===== src/cda_pkg.sv =====
// types, constants and helpers for the calendar date adder
package cda_pkg;

  localparam int unsigned MONTH_W = 4;
  localparam int unsigned DAY_W   = 5;
  localparam int unsigned AMT_W   = 12;
  localparam int unsigned REM_W   = 13;
  localparam int unsigned Q12_W   = 9;
  localparam int unsigned R25_W   = 6;

  localparam int unsigned YEAR_CAP = 9999;

  localparam logic [MONTH_W-1:0] MONTH_JAN = 4'd1;
  localparam logic [MONTH_W-1:0] MONTH_FEB = 4'd2;
  localparam logic [MONTH_W-1:0] MONTH_DEC = 4'd12;

  localparam int unsigned      RESET_YEAR  = 2012;
  localparam logic [MONTH_W-1:0] RESET_MONTH = 4'd7;
  localparam logic [DAY_W-1:0]   RESET_DAY   = 5'd12;

  // reciprocal multipliers: floor(x / 12) for x < 2^13, floor(y / 25) for y < 2^16,
  // both under-estimate by at most one
  localparam logic [10:0] DIV12_MUL   = 11'd1365;
  localparam int unsigned DIV12_SHIFT = 14;
  localparam logic [11:0] DIV25_MUL   = 12'd2621;
  localparam int unsigned DIV25_SHIFT = 16;

  localparam logic [DAY_W-1:0] MONTH_LEN [12] = '{
    5'd31, 5'd28, 5'd31, 5'd30, 5'd31, 5'd30,
    5'd31, 5'd31, 5'd30, 5'd31, 5'd30, 5'd31
  };
  localparam logic [DAY_W-1:0] FEB_LEAP_LEN = 5'd29;

  typedef enum logic [1:0] {
    REQ_LOAD       = 2'd0,
    REQ_ADD_DAYS   = 2'd1,
    REQ_ADD_MONTHS = 2'd2,
    REQ_ADD_YEARS  = 2'd3
  } req_e;

  typedef enum logic [3:0] {
    ST_IDLE,
    ST_LOAD,
    ST_ADD_YEARS,
    ST_MON_MUL,
    ST_MON_APPLY,
    ST_DAYS_FIRST,
    ST_DAYS_WALK,
    ST_LEAP_MUL,
    ST_LEAP_CHK,
    ST_FINISH
  } state_e;

  typedef enum logic [3:0] {
    DP_NONE,
    DP_CAPTURE,
    DP_LOAD,
    DP_ADD_YEARS,
    DP_MON_MUL,
    DP_MON_APPLY,
    DP_DAYS_FIRST,
    DP_DAYS_WALK,
    DP_LEAP_MUL,
    DP_LEAP_CHK,
    DP_OUT_LOAD
  } dp_op_e;

  typedef struct packed {
    dp_op_e op;
  } cda_cmd_t;

  typedef struct packed {
    logic first_fits;
    logic walk_stop;
    logic month_wrap;
  } cda_sts_t;

  function automatic logic [DAY_W-1:0] days_in(input logic [MONTH_W-1:0] month,
                                                input logic leap);
    logic [3:0] idx;
    idx = (month >= MONTH_JAN && month <= MONTH_DEC) ? month - 4'd1 : 4'd0;
    if (month == MONTH_FEB && leap) begin
      return FEB_LEAP_LEN;
    end
    return MONTH_LEN[idx];
  endfunction

endpackage


===== src/calendar_date_adder.sv =====
// top level: gregorian calendar date register with load and add requests
//
//   channel  direction  handshake               payload
//   in       input      in_valid_i / in_ready_o  req_type_i, load_year_i, load_month_i,
//                                                load_day_i, amount_i
//   out      output     out_valid_o / out_ready_i cur_year_o, cur_month_o, cur_day_o
//
// one transaction at a time; a result is held in an output register so the next
// transaction is taken while it waits.
// load and add years: the date step, then the leap refresh and the finish step; add months:
// the /12 multiply and apply, then the same; add days: a first step, one walk step per month
// walked and a leap refresh (via the /25 multiplier) per year boundary crossed, then finish.
// reset gives 2012-07-12 in the date register, not the output register; no clearing pass; out_valid_o low.
// a stalled output only holds a finished transaction at its last step.
module calendar_date_adder #(
  parameter int YEAR_BITS = 14
) (
  input  logic                        clk_i,
  input  logic                        rst_ni,
  input  logic                        in_valid_i,
  output logic                        in_ready_o,
  input  logic [1:0]                  req_type_i,
  input  logic [YEAR_BITS-1:0]        load_year_i,
  input  logic [cda_pkg::MONTH_W-1:0] load_month_i,
  input  logic [cda_pkg::DAY_W-1:0]   load_day_i,
  input  logic [cda_pkg::AMT_W-1:0]   amount_i,
  output logic                        out_valid_o,
  input  logic                        out_ready_i,
  output logic [YEAR_BITS-1:0]        cur_year_o,
  output logic [cda_pkg::MONTH_W-1:0] cur_month_o,
  output logic [cda_pkg::DAY_W-1:0]   cur_day_o
);
  import cda_pkg::*;

  cda_cmd_t cmd;
  cda_sts_t sts;

  cda_ctrl u_ctrl (
    .clk_i       (clk_i),
    .rst_ni      (rst_ni),
    .in_valid_i  (in_valid_i),
    .in_ready_o  (in_ready_o),
    .req_type_i  (req_type_i),
    .out_valid_o (out_valid_o),
    .out_ready_i (out_ready_i),
    .cmd_o       (cmd),
    .sts_i       (sts)
  );

  cda_dp #(
    .YEAR_BITS (YEAR_BITS)
  ) u_dp (
    .clk_i        (clk_i),
    .rst_ni       (rst_ni),
    .cmd_i        (cmd),
    .sts_o        (sts),
    .load_year_i  (load_year_i),
    .load_month_i (load_month_i),
    .load_day_i   (load_day_i),
    .amount_i     (amount_i),
    .cur_year_o   (cur_year_o),
    .cur_month_o  (cur_month_o),
    .cur_day_o    (cur_day_o)
  );

endmodule


===== src/cda_dp.sv =====
// datapath: date registers, leap flag, month divider and day walk arithmetic
module cda_dp #(
  parameter int YEAR_BITS = 14
) (
  input  logic                          clk_i,
  input  logic                          rst_ni,
  input  cda_pkg::cda_cmd_t             cmd_i,
  output cda_pkg::cda_sts_t             sts_o,
  input  logic [YEAR_BITS-1:0]          load_year_i,
  input  logic [cda_pkg::MONTH_W-1:0]   load_month_i,
  input  logic [cda_pkg::DAY_W-1:0]     load_day_i,
  input  logic [cda_pkg::AMT_W-1:0]     amount_i,
  output logic [YEAR_BITS-1:0]          cur_year_o,
  output logic [cda_pkg::MONTH_W-1:0]   cur_month_o,
  output logic [cda_pkg::DAY_W-1:0]     cur_day_o
);
  import cda_pkg::*;

  localparam int unsigned YEAR_FULL = (1 << YEAR_BITS) - 1;
  localparam int unsigned YEAR_LIM  = (YEAR_FULL < YEAR_CAP) ? YEAR_FULL : YEAR_CAP;
  localparam logic [YEAR_BITS-1:0] YEAR_MAX = YEAR_BITS'(YEAR_LIM);
  localparam int unsigned Q25_W = YEAR_BITS - 4;
  localparam int unsigned P25_W = YEAR_BITS + 12;
  localparam int unsigned P12_W = REM_W + 11;

  logic [YEAR_BITS-1:0] year_q, year_d;
  logic [MONTH_W-1:0]   month_q, month_d;
  logic [DAY_W-1:0]     day_q, day_d;
  logic                 leap_q, leap_d;
  logic [REM_W-1:0]     rem_q, rem_d;
  logic [Q12_W-1:0]     q12_q, q12_d;
  logic [Q25_W-1:0]     q25_q, q25_d;

  logic [YEAR_BITS-1:0] ld_year_q, ld_year_d;
  logic [MONTH_W-1:0]   ld_month_q, ld_month_d;
  logic [DAY_W-1:0]     ld_day_q, ld_day_d;
  logic [AMT_W-1:0]     amt_q, amt_d;

  logic [YEAR_BITS-1:0] out_year_q, out_year_d;
  logic [MONTH_W-1:0]   out_month_q, out_month_d;
  logic [DAY_W-1:0]     out_day_q, out_day_d;

  logic [DAY_W-1:0]     md;
  logic                 month_wrap;
  logic [MONTH_W-1:0]   month_nx;
  logic [YEAR_BITS-1:0] year_nx;
  logic                 first_fits;
  logic [REM_W-1:0]     rem_first;
  logic                 walk_stop;
  logic [REM_W-1:0]     total;
  logic [P12_W-1:0]     prod12;
  logic [REM_W-1:0]     r12_raw;
  logic [MONTH_W-1:0]   r12;
  logic [Q12_W:0]       q12_fix;
  logic [P25_W-1:0]     prod25;
  logic [YEAR_BITS-1:0] r25_raw;
  logic [R25_W-1:0]     r25;
  logic                 leap_nx;
  logic [MONTH_W-1:0]   load_month_fix;

  function automatic logic [YEAR_BITS-1:0] sat_year(input logic [YEAR_BITS:0] v);
    if (v > {1'b0, YEAR_MAX}) begin
      return YEAR_MAX;
    end
    return v[YEAR_BITS-1:0];
  endfunction

  // month length, next month and year, and the first-step and walk-stop tests of a day addition
  always_comb begin
    md         = days_in(month_q, leap_q);
    month_wrap = (month_q >= MONTH_DEC);
    month_nx   = month_wrap ? MONTH_JAN : month_q + 4'd1;
    year_nx    = month_wrap ? sat_year({1'b0, year_q} + (YEAR_BITS+1)'(1)) : year_q;
    first_fits = (day_q <= md) && (AMT_W'(md - day_q) >= amt_q);
    rem_first  = REM_W'(amt_q) + REM_W'(day_q) - REM_W'(md) - REM_W'(1);
    walk_stop  = (rem_q < REM_W'(md));
  end

  // month addition: (month - 1 + amount) split by twelve
  always_comb begin
    total   = REM_W'(month_q) - REM_W'(1) + REM_W'(amt_q);
    prod12  = P12_W'(total) * P12_W'(DIV12_MUL);
    r12_raw = total - REM_W'({q12_q, 3'b000}) - REM_W'({q12_q, 2'b00});
    if (r12_raw >= REM_W'(12)) begin
      r12     = MONTH_W'(r12_raw - REM_W'(12));
      q12_fix = {1'b0, q12_q} + (Q12_W+1)'(1);
    end else begin
      r12     = MONTH_W'(r12_raw);
      q12_fix = {1'b0, q12_q};
    end
  end

  // leap year: divisible by 4 and (not by 25, or by 16)
  always_comb begin
    prod25  = P25_W'(year_q) * P25_W'(DIV25_MUL);
    r25_raw = year_q - (YEAR_BITS'({q25_q, 4'b0000}) + YEAR_BITS'({q25_q, 3'b000})
                        + YEAR_BITS'(q25_q));
    r25     = R25_W'(r25_raw);
    if (r25 >= R25_W'(25)) begin
      r25 = r25 - R25_W'(25);
    end
    leap_nx = (year_q[1:0] == 2'b00) && ((r25 != '0) || (year_q[3:0] == 4'b0000));
  end

  always_comb begin
    if (ld_month_q == '0) begin
      load_month_fix = MONTH_JAN;
    end else if (ld_month_q > MONTH_DEC) begin
      load_month_fix = MONTH_DEC;
    end else begin
      load_month_fix = ld_month_q;
    end
  end

  always_comb begin
    year_d      = year_q;
    month_d     = month_q;
    day_d       = day_q;
    leap_d      = leap_q;
    rem_d       = rem_q;
    q12_d       = q12_q;
    q25_d       = q25_q;
    ld_year_d   = ld_year_q;
    ld_month_d  = ld_month_q;
    ld_day_d    = ld_day_q;
    amt_d       = amt_q;
    out_year_d  = out_year_q;
    out_month_d = out_month_q;
    out_day_d   = out_day_q;
    case (cmd_i.op)
      DP_CAPTURE: begin
        ld_year_d  = load_year_i;
        ld_month_d = load_month_i;
        ld_day_d   = load_day_i;
        amt_d      = amount_i;
      end
      DP_LOAD: begin
        year_d  = sat_year({1'b0, ld_year_q});
        month_d = load_month_fix;
        day_d   = (ld_day_q == '0) ? DAY_W'(1) : ld_day_q;
      end
      DP_ADD_YEARS: begin
        year_d = sat_year({1'b0, year_q} + (YEAR_BITS+1)'(amt_q));
      end
      DP_MON_MUL: begin
        q12_d = Q12_W'(prod12 >> DIV12_SHIFT);
      end
      DP_MON_APPLY: begin
        year_d  = sat_year({1'b0, year_q} + (YEAR_BITS+1)'(q12_fix));
        month_d = r12 + MONTH_W'(1);
      end
      DP_DAYS_FIRST: begin
        if (first_fits) begin
          day_d = day_q + DAY_W'(amt_q);
        end else begin
          rem_d   = rem_first;
          month_d = month_nx;
          year_d  = year_nx;
          day_d   = DAY_W'(1);
        end
      end
      DP_DAYS_WALK: begin
        if (walk_stop) begin
          day_d = DAY_W'(rem_q) + DAY_W'(1);
        end else begin
          rem_d   = rem_q - REM_W'(md);
          month_d = month_nx;
          year_d  = year_nx;
        end
      end
      DP_LEAP_MUL: begin
        q25_d = Q25_W'(prod25 >> DIV25_SHIFT);
      end
      DP_LEAP_CHK: begin
        leap_d = leap_nx;
      end
      DP_OUT_LOAD: begin
        out_year_d  = year_q;
        out_month_d = month_q;
        out_day_d   = day_q;
      end
      default: begin
      end
    endcase
  end

  always_ff @(posedge clk_i or negedge rst_ni) begin
    if (!rst_ni) begin
      year_q  <= sat_year((YEAR_BITS+1)'(RESET_YEAR));
      month_q <= RESET_MONTH;
      day_q   <= RESET_DAY;
      leap_q  <= 1'b1;
    end else begin
      year_q  <= year_d;
      month_q <= month_d;
      day_q   <= day_d;
      leap_q  <= leap_d;
    end
  end

  always_ff @(posedge clk_i) begin
    rem_q       <= rem_d;
    q12_q       <= q12_d;
    q25_q       <= q25_d;
    ld_year_q   <= ld_year_d;
    ld_month_q  <= ld_month_d;
    ld_day_q    <= ld_day_d;
    amt_q       <= amt_d;
    out_year_q  <= out_year_d;
    out_month_q <= out_month_d;
    out_day_q   <= out_day_d;
  end

  assign sts_o.first_fits = first_fits;
  assign sts_o.walk_stop  = walk_stop;
  assign sts_o.month_wrap = month_wrap;

  assign cur_year_o  = out_year_q;
  assign cur_month_o = out_month_q;
  assign cur_day_o   = out_day_q;

endmodule


===== src/cda_ctrl.sv =====
// controller: sequences each request through the datapath and owns the handshakes
module cda_ctrl (
  input  logic              clk_i,
  input  logic              rst_ni,
  input  logic              in_valid_i,
  output logic              in_ready_o,
  input  logic [1:0]        req_type_i,
  output logic              out_valid_o,
  input  logic              out_ready_i,
  output cda_pkg::cda_cmd_t cmd_o,
  input  cda_pkg::cda_sts_t sts_i
);
  import cda_pkg::*;

  state_e state_q, state_d;
  logic   ret_walk_q, ret_walk_d;
  logic   out_valid_q, out_valid_d;
  req_e   req;

  assign req = req_e'(req_type_i);

  always_ff @(posedge clk_i or negedge rst_ni) begin
    if (!rst_ni) begin
      state_q     <= ST_IDLE;
      ret_walk_q  <= 1'b0;
      out_valid_q <= 1'b0;
    end else begin
      state_q     <= state_d;
      ret_walk_q  <= ret_walk_d;
      out_valid_q <= out_valid_d;
    end
  end

  always_comb begin
    state_d     = state_q;
    ret_walk_d  = ret_walk_q;
    out_valid_d = out_valid_q && !out_ready_i;
    in_ready_o  = 1'b0;
    cmd_o.op    = DP_NONE;
    case (state_q)
      ST_IDLE: begin
        in_ready_o = 1'b1;
        if (in_valid_i) begin
          cmd_o.op = DP_CAPTURE;
          case (req)
            REQ_LOAD:       state_d = ST_LOAD;
            REQ_ADD_DAYS:   state_d = ST_DAYS_FIRST;
            REQ_ADD_MONTHS: state_d = ST_MON_MUL;
            REQ_ADD_YEARS:  state_d = ST_ADD_YEARS;
            default:        state_d = ST_IDLE;
          endcase
        end
      end
      ST_LOAD: begin
        cmd_o.op   = DP_LOAD;
        ret_walk_d = 1'b0;
        state_d    = ST_LEAP_MUL;
      end
      ST_ADD_YEARS: begin
        cmd_o.op   = DP_ADD_YEARS;
        ret_walk_d = 1'b0;
        state_d    = ST_LEAP_MUL;
      end
      ST_MON_MUL: begin
        cmd_o.op = DP_MON_MUL;
        state_d  = ST_MON_APPLY;
      end
      ST_MON_APPLY: begin
        cmd_o.op   = DP_MON_APPLY;
        ret_walk_d = 1'b0;
        state_d    = ST_LEAP_MUL;
      end
      ST_DAYS_FIRST: begin
        cmd_o.op = DP_DAYS_FIRST;
        if (sts_i.first_fits) begin
          state_d = ST_FINISH;
        end else if (sts_i.month_wrap) begin
          ret_walk_d = 1'b1;
          state_d    = ST_LEAP_MUL;
        end else begin
          state_d = ST_DAYS_WALK;
        end
      end
      ST_DAYS_WALK: begin
        cmd_o.op = DP_DAYS_WALK;
        if (sts_i.walk_stop) begin
          state_d = ST_FINISH;
        end else if (sts_i.month_wrap) begin
          // new year: leap flag must be refreshed before february comes round
          ret_walk_d = 1'b1;
          state_d    = ST_LEAP_MUL;
        end
      end
      ST_LEAP_MUL: begin
        cmd_o.op = DP_LEAP_MUL;
        state_d  = ST_LEAP_CHK;
      end
      ST_LEAP_CHK: begin
        cmd_o.op = DP_LEAP_CHK;
        state_d  = ret_walk_q ? ST_DAYS_WALK : ST_FINISH;
      end
      ST_FINISH: begin
        // wait for the output register to free up
        if (!out_valid_q || out_ready_i) begin
          cmd_o.op    = DP_OUT_LOAD;
          out_valid_d = 1'b1;
          state_d     = ST_IDLE;
        end
      end
      default: begin
        state_d = ST_IDLE;
      end
    endcase
  end

  assign out_valid_o = out_valid_q;

endmodule


===== config.mk =====
export PLATFORM = sky130hd
export DESIGN_NAME = calendar_date_adder
export DESIGN_NICKNAME = d
export VERILOG_FILES = /design/src/cda_pkg.sv /design/src/calendar_date_adder.sv /design/src/cda_dp.sv /design/src/cda_ctrl.sv
export SDC_FILE = /design/constraint.sdc
export NUM_CORES = 1
export LEC_CHECK = 0
export ABC_AREA = 0
export BUFFER_PORTS_ARGS = -buffer_cell sky130_fd_sc_hd__buf_2
export CAP_MARGIN = 25
export CORE_AREA = 4 4 154 193
export CTS_BUF_LIST = sky130_fd_sc_hd__clkbuf_8 sky130_fd_sc_hd__clkbuf_16
export CTS_CLUSTER_SIZE = 40
export DETAILED_ROUTE_END_ITERATION = 8
export DIE_AREA = 0 0 158 197
export PLACE_DENSITY = 0.7
export SETUP_SLACK_MARGIN = 0.05
export SYNTH_ARGS = -nofsm -noshare
export SYNTH_HDL_FRONTEND = slang
export SYNTH_HIERARCHICAL = 1
export SYNTH_SLANG_ARGS = --single-unit

===== constraint.sdc =====
create_clock -name clk_i -period 11.3 [get_ports clk_i]
set_clock_uncertainty 0.2 [all_clocks]
set_input_delay 2.26 -clock clk_i [delete_from_list [all_inputs] [get_ports clk_i]]
set_output_delay 2.26 -clock clk_i [all_outputs]
set_load 0.01 [all_outputs]

# Yosys cells after proc, flatten, opt, wreduce, memory -nomap -nowiden
# Memory sizes are Yosys's and may differ from the RTL's.
# Index checks and enable logic that the tools add are counted.
# classes
reduce_logical	28
multipliers	2
n_addsub	23
n_bitwise	1
shifts	0
muxes	60
eq_ne	31
div	0
order_cmp	14
# op_table
operator	count
14-bit 2-to-1 mux	11
14-bit case mux with 5 select lines	1
4-bit 2-to-1 mux	14
15-bit by 14-bit greater-than comparator with 1-bit output, second input constant	3
4-bit case mux with 10 select lines	1
5-bit 2-to-1 mux	7
4-bit by 3-bit equality test with 1-bit output, second input constant	8
4-bit case mux with 4 select lines	2
4-bit case mux with 8 select lines	1
13-bit 2-to-1 mux	2
13-bit case mux with 2 select lines	1
13-bit by 5-bit subtractor with 13-bit output	2
13-bit by 11-bit multiplier with 23-bit output, second input constant	1
14-bit by 12-bit multiplier with 22-bit output, second input constant	1
4-bit by 2-bit equality test with 1-bit output, second input constant	5
4-bit equality test, second input constant	5
1-bit 2-to-1 mux	16
14-bit by 1-bit adder with 15-bit output, second input constant	1
14-bit by 10-bit adder with 15-bit output	1
14-bit by 12-bit adder with 15-bit output	1
5-bit case mux with 3 select lines	1
3-bit AND reduction	5
14-bit greater-than comparator, second input constant	1
12-bit by 5-bit adder with 13-bit output	1
other kinds (48)	67
# word_totals
latchBits	0
rom_bits	80
n_memories	1
in_bits	41
register_bits	116
ram_bits	0
# mem_list
name	depth	word_bits	rd	rd_clocked_by_memory_dff	wr	line_no	source
(name not given)	16	5	1	0	0	cda_pkg.sv:85	return MONTH_LEN[idx];

# Longest topological paths before layout
# logic_depth
word_depth	13
depth_mapped	37
ltp_nobuf	35

# By module
# Netlist, hierarchy kept.
# modules_own_cells
mod	cells_per_inst	seq_area_each_um2	instances	area_per_inst_um2
cda_dp	1495	3200.6	1	14570.2
cda_ctrl	75	150.1	1	570.5

# Worst setup path before layout
# OpenSTA, ideal clock, no wires.
# synth_path
kind	reg2reg
startpoint	reg u_dp.month_q[0]
endpoint	reg u_dp.year_q[0]
t_required_ns	10.976
path_buffers	2
period_less_slack_ns	8.096
path_stages_with_launch	36
arrival_ns	7.772
slack_ns	3.204
cell_sequence	dfstp_2 inv_1 ha_1 inv_1 ha_1 a21o_1 a21oi_1 o21bai_1 a21oi_1 nor2b_1 o21a_1 nor2_1 xor2_1 inv_1 fa_1 ha_1 clkbuf_1 a31o_2 a41o_1 o311ai_1 a211oi_1 o31a_2 and3_1 buf_6 nor3b_2 xnor2_1 ha_1 a21o_1 a221o_1 o21a_1 o21ai_2 mux2i_1 o311ai_4 a211oi_2 nand3_1 o31a_1
# synth_via
elab_chain_len	13
elab_cells_between_ends	37
cone_classes	add/sub (7); order compare (8); eq/ne (3); mux (13); bitwise (1); reduce/logical (4); memory (1)
# synth_rtl
item	line_no	source
start: declaration	cda_dp.sv:27	logic [MONTH_W-1:0] month_q, month_d;
start signal: assignment	cda_dp.sv:195	month_q <= month_d;
branches (longest 13 deep; another with 14-bit by 10-bit adder with 15-bit output)	n/a	
end signal: assignment	cda_dp.sv:189	year_q <= sat_year((YEAR_BITS+1)'(RESET_YEAR));
end signal: assignment	cda_dp.sv:194	year_q <= year_d;
end: declaration	cda_dp.sv:26	logic [YEAR_BITS-1:0] year_q, year_d;
# Parallel ways; which one is timed is not known. The select of a mux whose other input is x is not followed.
# A chain may end at the register's enable or synchronous reset.

# Worst setup path in the final report
# Ends and elaborated chain as after synthesis.

==> results.md <==
- The die outline width is approximately 160 um.
- The endpoint arrival time on the critical path is 9.29 ns.
- The initial utilization of the core area, before any placement, comes to 54.76%.
- Derived from the worst setup path, the maximum achievable clock frequency is approximately 110 MHz.
- The sequential fraction of the synthesis area is between 20% and 30%.
- The type of element launching the critical path is a flip-flop.
- After clock tree synthesis, the clock-pin slew on the worst setup and hold paths is about 0.07 ns.
- The data required time at the worst endpoint is 11.41 ns.
- The estimated wirelength of the detail-placed design is roughly 30,000 um.
- In the final layout, the share of cells above drive strength 1 is roughly a tenth.
- The maximum buffer depth of the clock tree is 2.
- Counting flops and latches in the post-synthesis netlist gives approximately 120.
- The cell count after synthesis is between 1,500 and 2,000.
- Sorting the synthesized cells by area gives the leading types as sky130_fd_sc_hd__ha_1 (22%), sky130_fd_sc_hd__edfxtp_1 (17%), sky130_fd_sc_hd__fa_1 (14%).
- The number of sinks driven by the clock tree is 116.
- On the critical path, the stage with the largest delay is an instance of sky130_fd_sc_hd__dfstp_2.
- The number of diodes is 0.
- 66 I/O pins were placed.
- The flip-flop cell with the highest count after synthesis is sky130_fd_sc_hd__edfxtp_1.
- CTS built an H-tree with a depth of 4.
- The synthesized design devotes to its leading area cell type around 22% of total area.
- The tool flagged a number of max-cap violations equal to 0.
- The post-detailed-route wirelength per cell is between 15 and 20 um.
- The clock tree from TritonCTS is built.
- The number of hold buffers added after CTS was 0.
- The summed instance area of the synthesized netlist is around 15,000 um^2.
- The combined global-route utilization of all metal layers is 25.49%.
- The clock latency of the later-clocked register in the worst-skew pair is approximately 0.43 ns.
- Across all register-to-register paths, the minimum setup slack is 2.12 ns.
- The number of antenna violations at the first check in global routing is 0.
- The share of async-settable or async-resettable flops after synthesis is 25.86%.
- The via-per-instance ratio is 5.915.
- The critical path contains buffers and inverters numbering 2 combined.
- The floorplan step set the die height to just under 200 um.
- The post-layout minimum cycle time is about 9 ns.
- The core area is between 20,000 and 30,000 um^2.
- The first global-routing pass estimated 62,150 um of wire.
- The number of global-route vias before repair is 12,030.
- Before antenna repair, the detailed router went through 6 iterations.
- Counting flops with a built-in enable in the synthesized netlist gives 86.
- The area growth from synthesis to layout is 8.553%.
- The ratio of final minimum period to clock period is ~80%.
- The routed layout has roughly 12,000 vias.
- The number of buffers inserted by post-CTS setup repair is 0.
- The number of gates resized after CTS was 0.
- Each instance of the synthesized netlist takes up on average just under 10 um^2.
- In this design, the stage delay of the slowest critical-path cell is around 0.61 ns.
- The count of nets left with antenna violations after detail routing is 0.
- For the worst flop-to-flop path, the logic depth is 34.
- The total setup violations reported at the end of the flow is 0.
- After detailed routing, the number of remaining DRC violations is 0.
- For the pin with the worst max-slew slack, the measured transition is roughly 0.96 ns.
- The worst register-to-register path ends at u_dp/year_q[0].
- The number of DRC violations after detailed-routing iteration 0 is slightly above 700.
- The count of synthesis-stage warnings from yosys is 6.
- In the layout the commonest cells are sky130_fd_sc_hd__ha_1 (264), sky130_fd_sc_hd__inv_1 (224), sky130_fd_sc_hd__fa_1 (105).
- Summed over all failing endpoints, the final setup total negative slack is 0 ns.
- The flow ran to the end, and the final reports show no timing, DRC or antenna violations.
- The number of hold violations in the final report is 0.
- Of all cell types, the one taking the most synthesized area is sky130_fd_sc_hd__ha_1.
- Entering global routing, the biggest net connects 36 pins.
- Setup repair after global routing left no endpoint under its margin.
- The startpoint identified for the worst hold timing path is u_dp/leap_q.
- The hold-critical path depth is 2.
- The worst hold path belongs to the class flip-flop to flip-flop.
- The worst pin sits at a relative slew slack of between 30% and 40%.
- The library cell used most frequently in the layout, excluding fill and tap cells, is sky130_fd_sc_hd__ha_1.
- The startpoint identified for the worst register-to-register timing path is u_dp/month_q[0].
- The count of buffers inserted at the top-level ports is between 60 and 70.
- The clock tree root driver cell is sky130_fd_sc_hd__clkbuf_16.
- The clock buffer count from CTS is 17.
- The final layout contains routed wiring with a total length of around 38,000 um.
- For hold timing, the worst endpoint is u_dp/leap_q.
- The cell family contributing the most delay on the critical path is compound AO/OA/AOI/OAI gates.
- At the end of the flow, the number of nets in the layout was 2,039.
- The die covers ~31,000 um^2.
- At the end of routability-driven placement, the weighted congestion stood at approximately 0.96.
- The distinct cell type count of the synthesized netlist is 95.
- The number of slew-limit violations in the final report is 0.
- The net count of the mapped netlist is around 2,000.
- The endpoint class of the critical path is a flip-flop.
- The maximum fanout along the worst path is 10.
- The cell seen most often among critical-path stages is sky130_fd_sc_hd__ha_1.
- In this run the core area contains 68 standard-cell rows.
- The worst setup path is of the flip-flop to flip-flop kind.
- Summed over all layers, the global routing overflow is 0.
## worst register-to-register path, delay by kind of cell, from the launching register on
family                   cells  cell delay, ns
adder cells (fa/ha/maj)      5            1.90
multiplexers                 1            0.35
AND/OR/NAND/NOR              6            1.24
buffers and inverters        2            0.23
XOR/XNOR                     2            0.42
AO/OA/AOI/OAI               18            4.09
flip-flops                   1            0.61
## metrics by stage
step	worst slack, ns	cells	area (um^2)	hold slack [ns]	util (%)
6_report	2.116	1992	16440	0.3366	59.44
5_1_grt	1.492	1992	16440	0.3702	59.44
4_1_cts	2.137	1991	16420	0.3322	59.40
3_5_place_dp	2.186	1959	15820	0.3216	57.22
3_3_place_gp	2.484	1958	15790	0.2911	57.12
2_1_floorplan	3.204	1570	15140	0.2697	-
## cells in the mapped netlist (7+ instances only)
master,n
sky130_fd_sc_hd__a211o_1,7
sky130_fd_sc_hd__a211oi_1,16
sky130_fd_sc_hd__a21o_1,18
sky130_fd_sc_hd__a21oi_1,78
sky130_fd_sc_hd__a31oi_1,17
sky130_fd_sc_hd__and2_1,13
sky130_fd_sc_hd__and3_1,11
sky130_fd_sc_hd__buf_2,11
sky130_fd_sc_hd__clkbuf_1,14
sky130_fd_sc_hd__dfrtp_1,16
sky130_fd_sc_hd__dfstp_2,14
sky130_fd_sc_hd__edfxtp_1,86
sky130_fd_sc_hd__fa_1,105
sky130_fd_sc_hd__ha_1,264
sky130_fd_sc_hd__inv_1,223
sky130_fd_sc_hd__nand2_1,71
sky130_fd_sc_hd__nand2b_1,18
sky130_fd_sc_hd__nand3_1,28
sky130_fd_sc_hd__nand4_1,7
sky130_fd_sc_hd__nor2_1,85
sky130_fd_sc_hd__nor2b_1,15
sky130_fd_sc_hd__nor3_1,37
sky130_fd_sc_hd__nor4_1,12
sky130_fd_sc_hd__o211ai_1,10
sky130_fd_sc_hd__o21a_1,14
sky130_fd_sc_hd__o21ai_0,82
sky130_fd_sc_hd__o31ai_1,10
sky130_fd_sc_hd__or3_1,12
sky130_fd_sc_hd__xnor2_1,87
sky130_fd_sc_hd__xor2_1,39
## metal layers
layer / up-vias / global-route usage, % / wire, um
met5: - / 0 / 0
met4: 0 / 11.57 / 1721
met3: 102 / 3.580 / 1657
met2: 319 / 43.75 / 19220
met1: 5708 / 31.70 / 15880
li1: 5654 / - / -
## registers in the layout (all words and copies together), names as in the netlist, 5 cells and up
signal and cells:
u_dp/year_q 14, u_dp/amt_q 12, u_dp/cur_year_o 14, u_dp/ld_year_q 14
u_dp/rem_q 13, u_dp/ld_day_q 5, u_dp/q12_q 9, u_dp/cur_day_o 5
u_dp/q25_q 6, u_dp/day_q 5
## cells by family after synthesis
| logic type | after synthesis | synth area share, % |
|---|---|---|
| adder cells (fa/ha/maj) | 369 | 35.70 |
| AO/OA/AOI/OAI | 350 | 16.02 |
| AND/OR/NAND/NOR | 341 | 11.35 |
| buffers and inverters | 256 | 6.669 |
| XOR/XNOR | 126 | 7.289 |
| flip-flops | 116 | 22.13 |
| multiplexers | 12 | 0.8429 |
## worst max-delay path by stage
| stage | slack [ns] | startpoint | end | depth (start not counted) |
|---|---|---|---|---|
| floorplan | 3.20 | u_dp/month_q[0] | u_dp/year_q[0] | 35 |
| global placement | 2.48 | u_dp/month_q[0] | u_dp/year_q[1] | 34 |
| detailed placement | 2.19 | u_dp/month_q[0] | u_dp/year_q[0] | 34 |
| CTS | 2.14 | u_dp/month_q[0] | u_dp/year_q[0] | 34 |
| global route | 1.49 | u_dp/month_q[0] | u_dp/year_q[0] | 34 |
| finish | 2.12 | u_dp/month_q[0] | u_dp/year_q[0] | 34 |
## cell type report
class,instances,area [um^2]
flip-flops and latches,116,3351
well taps,350,437.9
clock buffers,17,425.4
clock inverters,15,177.7
multi-input cells,1198,10800
repair buffers,73,409.1
fillers,2386,11220
inverters,223,837.1
Power is left out: the tool's default activity adds up to more than one toggle a clock period on the data nets, which glitch-free logic cannot reach.
